--- config.mk ---
export PLATFORM = sky130hd
export DESIGN_NAME = rrp_front
export DESIGN_NICKNAME = d
export VERILOG_FILES = /design/src/rtl/rrp_pkg.sv /design/src/rtl/rrp_front.sv
export SDC_FILE = /design/constraint.sdc
export NUM_CORES = 1
export LEC_CHECK = 0
export BUFFER_PORTS_ARGS = -buffer_cell sky130_fd_sc_hd__buf_2
export CORE_MARGIN = 10
export CORE_UTILIZATION = 30
export DETAILED_ROUTE_END_ITERATION = 12
export GPL_ROUTABILITY_DRIVEN = 0
export PLACE_DENSITY = 0.55
export REMOVE_ABC_BUFFERS = 1
export SLEW_MARGIN = 10
export SYNTH_ARGS = -nofsm -noshare
export SYNTH_HDL_FRONTEND = slang
export SYNTH_SLANG_ARGS = --single-unit
--- constraint.sdc ---
create_clock -name clk_i -period 1.85 [get_ports clk_i]
set_input_delay 0.37 -clock clk_i [delete_from_list [all_inputs] [get_ports clk_i]]
set_output_delay 0.37 -clock clk_i [all_outputs]
set_load 0.005 [all_outputs]
--- src/rtl/rrp_pkg.sv ---
// ----------------------------------------------------------------------------
// rrp_pkg
// Shared types, widths and codes of the round-robin pairing block.
// ----------------------------------------------------------------------------
package rrp_pkg;

  // Field widths.
  localparam int NODE_W = 10;
  localparam int SLOT_W = 10;
  // Node count and ring positions need one bit more than a node id.
  localparam int IDX_W  = NODE_W + 1;

  // Default table depth.
  localparam int MAX_NODES_DEF = 1024;

  // Depth of the queue between front end and back end.
  localparam int QUEUE_DEPTH = 2;

  // Configuration port.
  localparam int CFG_IDX_W  = 1;
  localparam int CFG_DATA_W = 10;
  localparam logic [CFG_IDX_W-1:0] CFG_PAIR_COUNT = 1'b0;
  localparam logic [CFG_IDX_W-1:0] CFG_SELF_ID    = 1'b1;

  // Operation codes.
  typedef enum logic {
    OP_LOAD  = 1'b0,
    OP_QUERY = 1'b1
  } op_e;

  // One classified word as it travels through the queue.
  typedef struct packed {
    op_e               op;
    logic [SLOT_W-1:0] slot;
    logic [NODE_W-1:0] value;
  } item_t;

endpackage

--- src/rtl/rrp_front.sv ---
// ----------------------------------------------------------------------------
// rrp_front
// Input side: accepts words, drops loads that fall outside the table and
// holds the rest in a short queue for the back end.
// ----------------------------------------------------------------------------
module rrp_front import rrp_pkg::*; #(
  parameter int MAX_NODES = MAX_NODES_DEF
) (
  input  logic              clk_i,
  input  logic              rst_ni,
  input  logic              in_valid_i,
  output logic              in_ready_o,
  input  logic              opcode_i,
  input  logic [SLOT_W-1:0] slot_i,
  input  logic [NODE_W-1:0] node_value_i,
  output logic              item_valid_o,
  output item_t             item_o,
  input  logic              item_pop_i
);

  localparam int QPTR_W = (QUEUE_DEPTH > 1) ? $clog2(QUEUE_DEPTH) : 1;
  localparam int QCNT_W = $clog2(QUEUE_DEPTH + 1);

  item_t              queue_q [QUEUE_DEPTH];
  logic [QPTR_W-1:0]  wr_ptr_q, wr_ptr_d;
  logic [QPTR_W-1:0]  rd_ptr_q, rd_ptr_d;
  logic [QCNT_W-1:0]  count_q, count_d;
  logic               accept;
  logic               keep;
  logic               push;
  logic               pop;
  item_t              item_in;

  // Classify the incoming word; a load beyond the table has no effect.
  always_comb begin
    item_in.op    = op_e'(opcode_i);
    item_in.slot  = slot_i;
    item_in.value = node_value_i;
    keep = (item_in.op == OP_QUERY) || ({22'b0, slot_i} < 32'(MAX_NODES));
  end

  assign in_ready_o   = (count_q != QCNT_W'(QUEUE_DEPTH));
  assign accept       = in_valid_i && in_ready_o;
  assign push         = accept && keep;
  assign pop          = item_pop_i && (count_q != '0);
  assign item_valid_o = (count_q != '0);
  assign item_o       = queue_q[rd_ptr_q];

  // Pointer and fill count update.
  always_comb begin
    wr_ptr_d = wr_ptr_q;
    rd_ptr_d = rd_ptr_q;
    count_d  = count_q;
    if (push) begin
      wr_ptr_d = (wr_ptr_q == QPTR_W'(QUEUE_DEPTH - 1)) ? '0 : wr_ptr_q + QPTR_W'(1);
    end
    if (pop) begin
      rd_ptr_d = (rd_ptr_q == QPTR_W'(QUEUE_DEPTH - 1)) ? '0 : rd_ptr_q + QPTR_W'(1);
    end
    if (push && !pop) begin
      count_d = count_q + QCNT_W'(1);
    end else if (pop && !push) begin
      count_d = count_q - QCNT_W'(1);
    end
  end

  always_ff @(posedge clk_i or negedge rst_ni) begin
    if (!rst_ni) begin
      wr_ptr_q <= '0;
      rd_ptr_q <= '0;
      count_q  <= '0;
    end else begin
      wr_ptr_q <= wr_ptr_d;
      rd_ptr_q <= rd_ptr_d;
      count_q  <= count_d;
    end
  end

  // Queue storage.
  always_ff @(posedge clk_i) begin
    if (push) begin
      queue_q[wr_ptr_q] <= item_in;
    end
  end

endmodule

==> results.toml <==
[global_routing]
antenna_found_initial = 0
grt_start_max_net_pins = 15
grt_pass1_wl_um = 5000
grt_use_total_pct = 7.43
grt_pass1_vias = 991
grt-ovfl-total = 0

[setup_path]
crit_chain = "buf_4, mux2_2, buf_2"
required_ps = 1480
cp_max_fo = 14
critPathCaptureType = "primary output"
cp.arrival_ps = 1360
reg2reg_setup_slack_ps = 380
critPathKind = "register to primary output"
start_kind = "register"
slowest_delay_ps = 370
crit_buf_inv = 2
cp_slowest_cell = "mux2_2"
path_delay_family = "multiplexers"

[routing]
viasPerCell = 4.19
wire_per_inst_um = 15.2
vias = 900
post-route-drc-count = 0
dr.pass1.iters = 4
drtAntennaViolNets = 0
dr.first_iter.drc_count = 30
drt-total-wl_um = 3270

[sta]
finalHoldViolations = 0
worstMarginPinSlew_ps = 188
fmax_mhz = 578
rsz0062_at_grt = "no"
maxSlewViolCount = 0
slew_headroom_pct = 87.5
whs_ps = 264
fin_worst_skew_ps = 8.79
setup_violations = 0
min_period_ps = 1730
fin_ws_ps = 121
period_share_pct = 93.5

[power_and_ir_drop]
ir_worst_vdd_uv = 578
p_total_mw = 3.30
leakage_nw = 0.856
p_per_area_mw_per_mm2 = 1490

[clock_network]
cts_resized = 0
numCtsBuffers = 5
clk_pin_slew_worst_paths_ps = 80
htreeDepth = 2
cts_root_buf = "clkbuf_8"
clock_sinks = 46
cts_tree = "yes"
cts_hold_buffers = 1
cts_setup_buffers = 0
cts_buffer_depth = 2
clock_latency_ps = 290

[logic_synthesis]
synth_compound_area_share_pct = 0
yosysUniqueCellTypes = 14
synth.top_cell.area_share_pct = 72.8
syn-instance-count = 83
ys_ff_latch = 46
synth_top_family_by_area = "multiplexers"
synth_simple_gate_area_share_pct = 2.96
ys_warn_count = 0
mappedNetlistArea_mm2 = 0.00173
synth.avg_cell_area_um2 = 20.9
ys_seq_area_share_pct = 78.6
synth_xor_area_share_pct = 2.53
synthAdderAreaFrac_pct = 0.723
synth.area.mux_share_pct = 13.7
synthTopCellsByArea = "edfxtp_1 (73%), mux2_2 (14%), dfrtp_1 (5.8%)"
synth_top_area_cell = "edfxtp_1"

[placement]
hpwl_um = 2520
placed_area_mm2 = 0.00208
dp_slack_ps = 395
port_buffers = 47

[job]
drv_cap = 0

[layout]
fin_nets = 168
layout-drive-gt1-share_pct = 59.4
multi_input_area_um2 = 347
regArea_mm2 = 0.00136
fin_area_mm2 = 0.00221
antenna_cells = 0
nFillCells = 545
final_util_pct = 39.9
layout_commonest_cell = "buf_2"
areaGrowthSynthToFinish_pct = 27.5
final_cell_mix = "buf_2 (47), edfxtp_1 (42), mux2_2 (21)"

[floorplanning]
die_width_um = 96.0
die-area_mm2 = 0.00921
core-area_mm2 = 0.00554
ioPinCount = 48
num_rows = 27
die-height_um = 96.0
start_util_pct = 31.3

[run_status]
status = "finished, final reports clean"

[worst_hold_path]
hp-class = "input port to register"
routing by layer:
metal	up-vias	global-route usage (%)	wire length [um]	share of wire (%)
met5	-	0	0	0
met4	0	1.84	4	0.12
met3	2	3.74	264	8.1
met2	29	13.3	1780	54
met1	435	7.57	1230	37
li1	434	-	-	-
metrics by stage:
| stage | cells | setup TNS, ps |
|---|---|---|
| floorplan | 81 | -1810 |
| global route | 215 | 0 |
| CTS | 215 | 0 |
| detailed placement | 206 | 0 |
| global placement | 206 | 0 |
| finish | 215 | 0 |
power breakdown:
part	switching, mW	internal, mW
combinational	0.487	0.552
clock	0.296	0.440
sequential	0.0904	1.43
total	0.873	2.42
flip-flops by register name (all words and copies together), names as in the netlist:
register,cells
count_q,2
queue_q,42
rd_ptr_q,1
wr_ptr_q,1
cell type report:
| class | instances | area share [%] |
|---|---|---|
| clock inverters | 1 | 1.36 |
| repair buffers | 54 | 13.1 |
| flip-flops and latches | 46 | 61.6 |
| multi-input cells | 34 | 15.7 |
| clock buffers | 7 | 3.91 |
| well taps | 72 | 4.08 |
| inverters | 1 | 0.170 |
synth_stat cells, drive strengths merged:
cell type,count
nand2,2
mux2,21
xnor2,3
nor2,2
edfxtp,42
inv,1
ha,1
and3,1
nand2b,1
buf,2
xor2,2
dfrtp,4
or2,1
worst paths after layout:
path | cells after the start | startpoint | end
max | 3 | rd_ptr_q | item_o[16]
min | 1 | node_value_i[3] | queue_q[0][3]
max reg2reg | 6 | count_q[0] | count_q[1]
min reg2reg | 1 | wr_ptr_q | wr_ptr_q
max in group asynchronous | 2 | rst_ni | wr_ptr_q
min in group asynchronous | 2 | rst_ni | rd_ptr_q
cell families (layout without fill, tap and decap cells):
family / count (synthesis) / after routing
flip-flops: 46 / 46
multiplexers: 21 / 21
AND/OR/NAND/NOR: 7 / 7
XOR/XNOR: 5 / 5
buffers and inverters: 3 / 63
adder cells (fa/ha/maj): 1 / 1
Note: power is estimated with default switching activity, not from simulation.
